File: src/rtl/hmbd_pkg.sv
// Shared constants and types, including the decode page map, for the memory bus decoder.
package hmbd_pkg;

  localparam int unsigned CartBytes     = 4194304;
  localparam int unsigned WorkBytes     = 262144;
  localparam int unsigned VideoBytes    = 98304;
  localparam int unsigned InternalBytes = 32768;
  localparam int unsigned BootBytes     = 16384;
  localparam int unsigned SmallBytes    = 1024;

  localparam logic [1:0] OpRead    = 2'd0;
  localparam logic [1:0] OpWrite   = 2'd1;
  localparam logic [1:0] OpPreload = 2'd2;

  localparam logic [1:0] SizeByte = 2'd0;
  localparam logic [1:0] SizeHalf = 2'd1;

  localparam logic [1:0] FaultOk       = 2'd0;
  localparam logic [1:0] FaultRange    = 2'd1;
  localparam logic [1:0] FaultReadOnly = 2'd2;
  localparam logic [1:0] FaultUnmapped = 2'd3;

  localparam logic [7:0] PageBoot     = 8'd0;
  localparam logic [7:0] PageWork     = 8'd2;
  localparam logic [7:0] PageInternal = 8'd3;
  localparam logic [7:0] PageIo       = 8'd4;
  localparam logic [7:0] PagePalette  = 8'd5;
  localparam logic [7:0] PageVideo    = 8'd6;
  localparam logic [7:0] PageObject   = 8'd7;
  localparam logic [7:0] PageCartLo   = 8'd8;
  localparam logic [7:0] PageCartHi   = 8'd9;

  localparam logic [9:0] IoPresetAddr = 10'h130;
  localparam logic [7:0] IoPresetVal  = 8'hFF;

  // One byte operation issued by the controller.
  typedef struct packed {
    logic        go;      // perform a byte operation this cycle
    logic        wr;      // write (else read)
    logic        preload; // ROM writes allowed
    logic [31:0] addr;    // byte address
    logic [7:0]  data;    // write byte
    logic [1:0]  lane;    // load lane for read data
    logic        force_range; // half write crossing page end: range fault only
    logic        clear;   // start of a new beat: clear load/fault/changed
  } hmbd_cmd_t;

  typedef struct packed {
    logic clr_busy; // clearing pass still running
  } hmbd_status_t;

endpackage

File: src/rtl/hmbd_ctrl.sv
// Sequencer: splits an access into byte operations and runs the handshake.
module hmbd_ctrl (
  input  logic                   clk_i,
  input  logic                   rst_ni,
  input  logic                   in_valid_i,
  output logic                   in_ready_o,
  input  logic [1:0]             opcode_i,
  input  logic [1:0]             access_size_i,
  input  logic [31:0]            bus_address_i,
  input  logic [31:0]            store_data_i,
  output logic                   out_valid_o,
  input  logic                   out_ready_i,
  input  hmbd_pkg::hmbd_status_t status_i,
  output hmbd_pkg::hmbd_cmd_t    cmd_o
);
  localparam logic [1:0] StIdle = 2'd0;
  localparam logic [1:0] StRun  = 2'd1;
  localparam logic [1:0] StWait = 2'd2;
  localparam logic [1:0] StDone = 2'd3;

  logic [1:0]  st_q, st_d;
  logic [2:0]  idx_q, idx_d;
  logic        dup_q, dup_d;
  logic [2:0]  cnt_q;
  logic        wr_q, pre_q;
  logic [31:0] addr_q, data_q;
  logic [1:0]  size_q;

  logic [2:0] nbytes;
  assign nbytes = access_size_i == hmbd_pkg::SizeByte ? 3'd1 :
                  (access_size_i == hmbd_pkg::SizeHalf ? 3'd2 : 3'd4);

  assign in_ready_o  = st_q == StIdle && !status_i.clr_busy;
  assign out_valid_o = st_q == StDone;

  // Per-byte address and data. Writes to pages 5..7 store halfwords: a byte
  // write doubles into the even halfword; an odd halfword stays unaligned.
  logic [31:0] half_a, b_addr;
  logic [15:0] half_v;
  logic [7:0]  b_data;
  logic        vpage, first_of_half, range_only, spill;
  always_comb begin
    half_a = addr_q + (idx_q[1] ? 32'd2 : 32'd0);
    half_v = idx_q[1] ? data_q[31:16] : data_q[15:0];
    vpage  = half_a[31:24] >= hmbd_pkg::PagePalette && half_a[31:24] <= hmbd_pkg::PageObject;
    first_of_half = !idx_q[0];
    range_only = 1'b0;
    spill      = 1'b0;
    if (!wr_q) begin
      b_addr = addr_q + 32'(idx_q);
      b_data = 8'd0;
    end else if (size_q == hmbd_pkg::SizeByte) begin
      if (addr_q[31:24] >= hmbd_pkg::PagePalette && addr_q[31:24] <= hmbd_pkg::PageObject)
      begin
        b_addr = {addr_q[31:1], idx_q[0]};
        b_data = data_q[7:0];
      end else begin
        b_addr = addr_q;
        b_data = data_q[7:0];
      end
    end else begin
      b_addr = half_a + 32'(idx_q[0]);
      b_data = first_of_half ? half_v[7:0] : half_v[15:8];
      if (vpage && !first_of_half) begin
        b_addr = {half_a[31:24], half_a[23:0] + 24'd1};
        range_only = half_a[23:0] == 24'hFFFFFF;
      end else if (!vpage && !first_of_half &&
                   b_addr[31:24] >= hmbd_pkg::PagePalette &&
                   b_addr[31:24] <= hmbd_pkg::PageObject) begin
        // upper byte spills from I/O into palette: doubled into both bytes of its
        // halfword
        spill  = 1'b1;
        b_addr = {b_addr[31:1], dup_q};
      end
    end
  end

  always_comb begin
    st_d  = st_q;
    idx_d = idx_q;
    dup_d = 1'b0;
    unique case (st_q)
      StIdle: if (in_valid_i && in_ready_o) begin
        st_d  = StRun;
        idx_d = 3'd0;
      end
      StRun: begin
        if (spill && !dup_q) begin
          dup_d = 1'b1;
        end else begin
          idx_d = idx_q + 3'd1;
          if (idx_d == cnt_q) st_d = StWait;
        end
      end
      StWait: st_d = StDone;
      StDone: if (out_ready_i) st_d = StIdle;
      default: st_d = StIdle;
    endcase
  end

  always_ff @(posedge clk_i or negedge rst_ni) begin
    if (!rst_ni) begin
      st_q  <= StIdle;
      idx_q <= '0;
      dup_q <= 1'b0;
    end else begin
      st_q  <= st_d;
      idx_q <= idx_d;
      dup_q <= dup_d;
    end
  end

  always_ff @(posedge clk_i) begin
    if (st_q == StIdle && in_valid_i && in_ready_o) begin
      wr_q   <= opcode_i == hmbd_pkg::OpWrite || opcode_i == hmbd_pkg::OpPreload;
      pre_q  <= opcode_i == hmbd_pkg::OpPreload;
      addr_q <= bus_address_i;
      data_q <= store_data_i;
      size_q <= access_size_i;
      // byte write to pages 5..7 becomes a two-byte halfword store
      cnt_q  <= (nbytes == 3'd1 && (opcode_i == hmbd_pkg::OpWrite ||
                 opcode_i == hmbd_pkg::OpPreload) && bus_address_i[31:24] >=
                 hmbd_pkg::PagePalette && bus_address_i[31:24] <= hmbd_pkg::PageObject) ?
                3'd2 : nbytes;
    end
  end

  always_comb begin
    cmd_o.go          = st_q == StRun;
    cmd_o.wr          = wr_q;
    cmd_o.preload     = pre_q;
    cmd_o.addr        = b_addr;
    cmd_o.data        = b_data;
    cmd_o.lane        = idx_q[1:0];
    cmd_o.force_range = range_only;
    cmd_o.clear       = st_q == StIdle && in_valid_i && in_ready_o;
  end

  hmbd_no_accept_busy: assert property (@(posedge clk_i) disable iff (!rst_ni)
    status_i.clr_busy |-> !in_ready_o) else $error("accept during clear");
  hmbd_run_len: assert property (@(posedge clk_i) disable iff (!rst_ni)
    st_q == StRun |-> idx_q < cnt_q) else $error("byte index overrun");
  hmbd_done_hold: assert property (@(posedge clk_i) disable iff (!rst_ni)
    (st_q == StDone && !out_ready_i) |=> st_q == StDone) else $error("result lost");
endmodule

File: config.mk
export PLATFORM = sky130hd
export DESIGN_NAME = hmbd_ctrl
export DESIGN_NICKNAME = d
export VERILOG_FILES = /design/src/rtl/hmbd_pkg.sv /design/src/rtl/hmbd_ctrl.sv
export SDC_FILE = /design/constraint.sdc
export NUM_CORES = 1
export LEC_CHECK = 0
export BUFFER_PORTS_ARGS = -buffer_cell sky130_fd_sc_hd__buf_2
export CORE_ASPECT_RATIO = 0.9
export CORE_UTILIZATION = 56
export DETAILED_ROUTE_END_ITERATION = 7
export HOLD_SLACK_MARGIN = 0.05
export PLACE_DENSITY = 0.94
export SLEW_MARGIN = 20
export SYNTH_ARGS = -nofsm -noshare
export SYNTH_HDL_FRONTEND = slang
export SYNTH_SLANG_ARGS = --single-unit
export TNS_END_PERCENT = 50
File: constraint.sdc
create_clock -name clk_i -period 4.9 [get_ports clk_i]
set_input_delay 0.245 -clock clk_i [delete_from_list [all_inputs] [get_ports clk_i]]
set_output_delay 0.245 -clock clk_i [all_outputs]
set_load 0.02 [all_outputs]
==> flow_metrics.env, run 1 <==
export IMPL_yosys_area_top_type="edfxtp_1"
export IMPL_ys_ff_latch=77
export IMPL_synth_common_cells="edfxtp_1, nand2_1, nor2_1"
export IMPL_r2r_start="addr_q[9]"
export IMPL_drcViolationCount=0
export IMPL_cts_root_buf="clkbuf_16"
export IMPL_leakage_nw=2.58
export IMPL_timing_fmax_ghz=0.211
export IMPL_die_h_um=97.7
export IMPL_layout_setup_ws_ns=0.168
export IMPL_gp_congestion=0.992
export IMPL_rows=34
export IMPL_status="finished, final reports clean"
export IMPL_tritoncts="built"
export IMPL_placed_area_sq_mm=0.00643
export IMPL_cts_buffer_depth=2
export IMPL_slew_headroom_pct=44.3
export IMPL_cpPeakStageDelay_ns=0.58
export IMPL_synth_edff_count=71
export IMPL_finalSetupViolations=0
export IMPL_worst_hold_startpoint="bus_address_i[13]"
export IMPL_post_dp_hpwl_mm=12.3
export IMPL_drv_slew=0
export IMPL_hold_class="primary input to flop"
export IMPL_finClkSkew_ns=0.0113
export IMPL_critPathKind="flop to output port"
export IMPL_clkTransAtPathRegs_ns=0.07
export IMPL_ir_drop_v=0.000398
export IMPL_crit_required_ns=4.66
export IMPL_start_kind="flop"
export IMPL_grt_util_all_layers_pct=33.2
export IMPL_grt_pass1_wl_mm=26.9
export IMPL_first_pass_iters=6
export IMPL_htreeDepth=3
export IMPL_tightestPinTransition_ns=0.835
export IMPL_final_nets=806
export IMPL_core_area_sq_mm=0.00978
export IMPL_layout_min_cycle_time_ns=4.73
export IMPL_clock_latency_ns=0.35
export IMPL_die_area_sq_mm=0.0106
export IMPL_crit_arrival_ns=4.49
export IMPL_yosys_warnings=0
export IMPL_post_place_ws_ns=0.440
export IMPL_grt_start_max_net_pins=41
export IMPL_ys_types=78
export IMPL_cts_sinks=77
export IMPL_synth_top_flop_cell="edfxtp_1"
export IMPL_yosys_top_cells_area="edfxtp_1, xnor2_1, xor2_1"
export IMPL_hold_ws_ns=0.0603
export IMPL_synthArstFlopShare_pct=7.79
export IMPL_seq_area_frac_synth_pct=40.1
export IMPL_crit_path_top_delay_cell="edfxtp_1"
export IMPL_vias=5537
export IMPL_diodes=0
export IMPL_fin_util_pct=69.6
export IMPL_powerDensity_mw_per_mm2=373
export IMPL_postLayoutCellArea_sq_mm=0.00681
export IMPL_drt_first_iter_violations=564
export IMPL_synthesis_instances=600
export IMPL_crit_chain="nand4_1 -> buf_4 -> nor4_2 -> mux2_2 -> nor4b_4 -> nor4b_4 -> buf_4 -> nand4_2 -> xor2_1 -> a2111o_1 -> a21boi_1 -> a2bb2oi_1 -> buf_2"
export IMPL_wl_per_cell_um=20.0
export IMPL_critical_path_startpoint="addr_q[9]"
export IMPL_hold_violations=0
export IMPL_grt_antenna_before_repair=0
export IMPL_drt_wl_total_mm=17.0
export IMPL_synth_avg_cell_area_sq_um=9.49
export IMPL_synth_area_sq_mm=0.00570
export IMPL_period_share_pct=96.6
export IMPL_postRouteAntennaNets=0
export IMPL_overflow=0
export IMPL_ios=122
export IMPL_die_w_um=108
export IMPL_grt_pass1_vias=5344
export IMPL_synth_most_common_cell="edfxtp_1"
export IMPL_p_total_mw=2.54
export IMPL_cp_max_fo=10
export IMPL_cp_end_kind="output port"
export IMPL_numCtsBuffers=9
export IMPL_syn_to_final_growth_pct=19.5
export IMPL_io_buffers=121
export IMPL_synthDominantCellAreaShare_pct=37.4
export IMPL_routed_via_density=6.51
export IMPL_initial_utilization_pct=58.2
export IMPL_syn_nets=687
export IMPL_drive_above_1_share_pct=28.5
export IMPL_max_cap_violations=0
==> area by class of cell <==
class	instances	area, sq um
Multi-Input combinational cell	457	3140
Fill cell	738	2980
Sequential cell	77	2280
Timing Repair Buffer	152	843
Clock buffer	9	225
Tap cell	126	158
Inverter	22	82.6
Clock inverter	7	80.1
==> worst paths after layout <==
check	endpoint	slack, ns	depth (start not counted)
hold / removal	addr_q[13]	0.06	1
hold reg to reg	st_q[1]	0.63	1
setup reg to reg	st_q[1]	0.73	13
max in group asynchronous	dup_q	4.50	2
min in group asynchronous	idx_q[1]	0.24	2
setup / recovery	cmd_o[12]	0.17	13
==> critical path: cells and delay by family (launching register included) <==
kind                   cells  cell delay, ns
AO/OA/AOI/OAI              3            0.90
buffers and inverters      3            0.65
multiplexers               1            0.42
XOR/XNOR                   1            0.21
AND/OR/NAND/NOR            5            1.38
flip-flops                 1            0.58
==> layer usage <==
metal  share of wire [%]  vias to the layer above  GRT usage [%]
li1                    -                     2495              -
met3                 9.7                       66           8.79
met1                  40                     2587           43.3
met5                   0                        -              0
met4                 3.6                        0           15.2
met2                  47                      389           51.4
==> flip-flops by register name, summed over array words and instances (netlist names) <==
| signal | count |
|---|---|
| data_q | 32 |
| addr_q | 32 |
| dup_q | 1 |
| size_q | 2 |
| cnt_q | 3 |
| idx_q | 3 |
| wr_q | 1 |
| st_q | 2 |
| pre_q | 1 |
==> what timing repair did <==
item                                    4_1_cts  5_1_grt
buffers inserted                              0        3
endpoints found under the setup margin        0       15
hold endpoints to repair                      6        1
gates resized for setup                       0        5
hold buffers                                  1        1
==> cell families (layout without fill, tap and decap cells) <==
kind of cell | after synthesis | count (layout) | synth area share, %
AND/OR/NAND/NOR | 235 | 235 | 23.9
AO/OA/AOI/OAI | 134 | 134 | 15.2
XOR/XNOR | 56 | 56 | 8.74
adder cells (fa/ha/maj) | 14 | 14 | 3.21
buffers and inverters | 66 | 190 | 5.32
multiplexers | 18 | 18 | 3.51
flip-flops | 77 | 77 | 40.1
==> report_power, final <==
group          leakage [nW]  total (mW)  switching (mW)  internal, mW
registers             0.722       0.886          0.0766         0.810
clock network         0.146       0.687           0.324         0.363
logic                  1.71       0.963           0.603         0.360
total                  2.58        2.54            1.00          1.53
==> cells in the final DEF, fill, tap and decap left out, drive strengths merged, types with 3 or more instances in the layout <==
cell type,count
buf,150
edfxtp,71
nand2,44
nor2,38
a21oi,33
xnor2,31
o21ai,31
nand3,30
inv,26
xor2,25
nand4,24
nor3,23
o22ai,17
mux2,13
ha,13
and2,11
nor4,11
clkbuf,9
and3,8
and4,7
o211ai,7
a31oi,7
o221ai,6
dfrtp,6
or2,6
nor4b,6
nand2b,5
mux2i,5
or4,5
or3,5
o21a,4
nor2b,4
nand3b,3
o31a,3
o31ai,3
a21boi,3
==> per-stage QoR <==
stage                     instances  setup TNS [ns]
final                           850               0
after global routing            850         -0.0131
after CTS                       846               0
after detailed placement        829               0
after global placement          829               0
after floorplan                 600               0
(Power assumes the default switching activity.)
==> inputs of run 2 (changes only) <==
--- a/config.mk
+++ b/config.mk
@@ -11,6 +11,7 @@
 export DETAILED_ROUTE_END_ITERATION = 7
 export HOLD_SLACK_MARGIN = 0.05
 export PLACE_DENSITY = 0.94
+export RECOVER_POWER = 50
 export SLEW_MARGIN = 20
 export SYNTH_ARGS = -nofsm -noshare
 export SYNTH_HDL_FRONTEND = slang
==> run 2 against run 1 <==
Effect of this change:
- clock skew rose by 0.0013 ns
- sequential power barely moved
- design area fell by 0.31%
- clock power rose by 0.9%
- utilization fell by 0.22 points
- flip-flop and latch count did not move
- the flow now finishes with violations (capacitance limit, slew limit)
- via count rose by 0.63%
- die area did not move
- cell count did not move
- critical endpoint unchanged
- combinational power fell by 0.7%
- power barely moved
==> flow_metrics.env, run 2 (synthesis gave the netlist of run 1 again) <==
export IMPL_timing_fmax_ghz=0.209
export IMPL_violations="capacitance limit, slew limit"
export IMPL_io_buffers=121
export IMPL_fin_cells=850
export IMPL_powerDensity_mw_per_mm2=374
export IMPL_htreeDepth=3
export IMPL_max_cap_violations=1
export IMPL_drt_wl_total_mm=17.0
export IMPL_clkPwrFrac_pct=27.3
export IMPL_p_total_mw=2.54
export IMPL_cts_buffer_depth=2
export IMPL_status="finished with violations"
export IMPL_highest_layer="met4"
export IMPL_layout_min_cycle_time_ns=4.78
export IMPL_hold_class="primary input to flop"
export IMPL_dr_wl_met3_mm=1.62
export IMPL_grt_antenna_before_repair=0
export IMPL_routed_via_density=6.56
export IMPL_postRouteAntennaNets=0
export IMPL_core_area_sq_mm=0.00978
export IMPL_crit_required_ns=4.66
export IMPL_crit_arrival_ns=4.53
export IMPL_overflow=0
export IMPL_post_dp_hpwl_mm=12.3
export IMPL_critPathKind="flop to output port"
export IMPL_initial_utilization_pct=58.2
export IMPL_netSwitchingFraction_pct=39.8
export IMPL_hold_violations=0
export IMPL_drv_slew=41
export IMPL_grt_pass1_vias=5344
export IMPL_period_share_pct=97.5
export IMPL_vias=5572
export IMPL_p_sw_mw=1.01
export IMPL_die_w_um=108
export IMPL_cts_sinks=77
export IMPL_grt_util_all_layers_pct=33.2
export IMPL_placedCellCount=829
export IMPL_diodes=0
export IMPL_numCtsBuffers=9
export IMPL_layout_common_cells="buf_2, edfxtp_1, nand2_1, nor2_1, a21oi_1"
export IMPL_clkTransAtPathRegs_ns=0.08
export IMPL_finClkSkew_ns=0.0126
export IMPL_first_pass_iters=7
export IMPL_rows=34
export IMPL_gp_congestion=0.992
export IMPL_finalSetupViolations=0
export IMPL_cp_end_kind="output port"
export IMPL_die_area_sq_mm=0.0106
export IMPL_top_regs="addr_q x32, data_q x32"
export IMPL_tightestPinTransition_ns=1.51
export IMPL_syn_to_final_growth_pct=19.1
export IMPL_ios=122
export IMPL_drt_first_iter_violations=582
export IMPL_drive_above_1_share_pct=26.5
export IMPL_dr_wl_met2_mm=7.91
export IMPL_drcViolationCount=0
export IMPL_drt_met1_wl_mm=6.82
export IMPL_ir_drop_v=0.000399
export IMPL_p_int_mw=1.53
export IMPL_die_h_um=97.7
export IMPL_grt_pass1_wl_mm=26.9
export IMPL_wl_per_cell_um=20.0
export IMPL_seq_power_share_pct=35.0
export IMPL_grt_start_max_net_pins=41
export IMPL_cp_max_fo=10
export IMPL_cts_root_buf="clkbuf_16"
export IMPL_leakage_nw=2.54
export IMPL_final_nets=806
export IMPL_clock_latency_ns=0.36
export IMPL_tritoncts="built"
export IMPL_final_common_cell="buf_2"
export IMPL_slew_headroom_pct=-1.02
export IMPL_start_kind="flop"
export IMPL_pwr_share_comb_pct=37.7
## run 2: layout make-up
type	count	area (sq um)
fill	750	3000
tap	126	158
clock buffer	9	225
timing repair buffer	152	822
clock inverter	7	80.1
inverter	22	82.6
multi-input combinational	457	3140
sequential	77	2280
## run 2: per-layer routing
layer,global-route usage [%],vias up
met2,51.4,371
met3,8.79,69
met1,43.3,2633
met4,15.2,0
li1,-,2499
met5,0,-
## run 2: power by group through the flow
stage	Clock, mW	Sequential (mW)	Combinational, mW
after CTS	0.700	0.882	0.940
after global routing	0.724	0.896	1.03
final	0.693	0.887	0.956
after detailed placement	0	0.896	0.932
after global placement	0	0.890	0.893
after floorplan	0	0.862	0.680
## run 2: worst paths after layout
check / start / to / slack [ns] / cells past startpoint
setup / recovery: addr_q[9] / cmd_o[12] / 0.12 / 13
hold / removal: bus_address_i[13] / addr_q[13] / 0.05 / 1
setup reg to reg: addr_q[9] / st_q[1] / 0.71 / 13
hold reg to reg: st_q[1] / st_q[1] / 0.62 / 1
max in group asynchronous: rst_ni / dup_q / 4.31 / 2
min in group asynchronous: rst_ni / idx_q[1] / 0.31 / 2
## run 2: what timing repair did
| action | 4_1_cts | 5_1_grt |
|---|---|---|
| buffers inserted | 0 | 3 |
| hold buffers | 1 | 1 |
| endpoints found under the hold margin | 6 | 1 |
| endpoints found under the setup margin | 0 | 15 |
| gates resized for setup | 0 | 5 |
## run 2: worst max-delay path: stages (launching register included)
cell and delay [ns]:
edfxtp_1 0.58, nand4_1 0.27, buf_4 0.24, nor4_2 0.44, mux2_2 0.42, nor4b_4 0.30
nor4b_4 0.23, buf_4 0.21, nand4_2 0.16, xor2_1 0.21, a2111o_1 0.50, a21boi_1 0.18
a2bb2oi_1 0.23, buf_2 0.21
## run 2: stage by stage
step	setup TNS (ns)	setup slack (ns)	utilization (%)	instance area, sq um	hold WS (ns)
floorplan	0	0.533	-	5700	-0.0506
global placement	0	0.560	65.8	6430	0.0758
detailed placement	0	0.440	65.8	6430	0.0792
CTS	0	0.0173	69.0	6750	0.0520
global route	-0.0133	-0.0133	69.3	6790	0.0502
finish	0	0.125	69.3	6790	0.0545
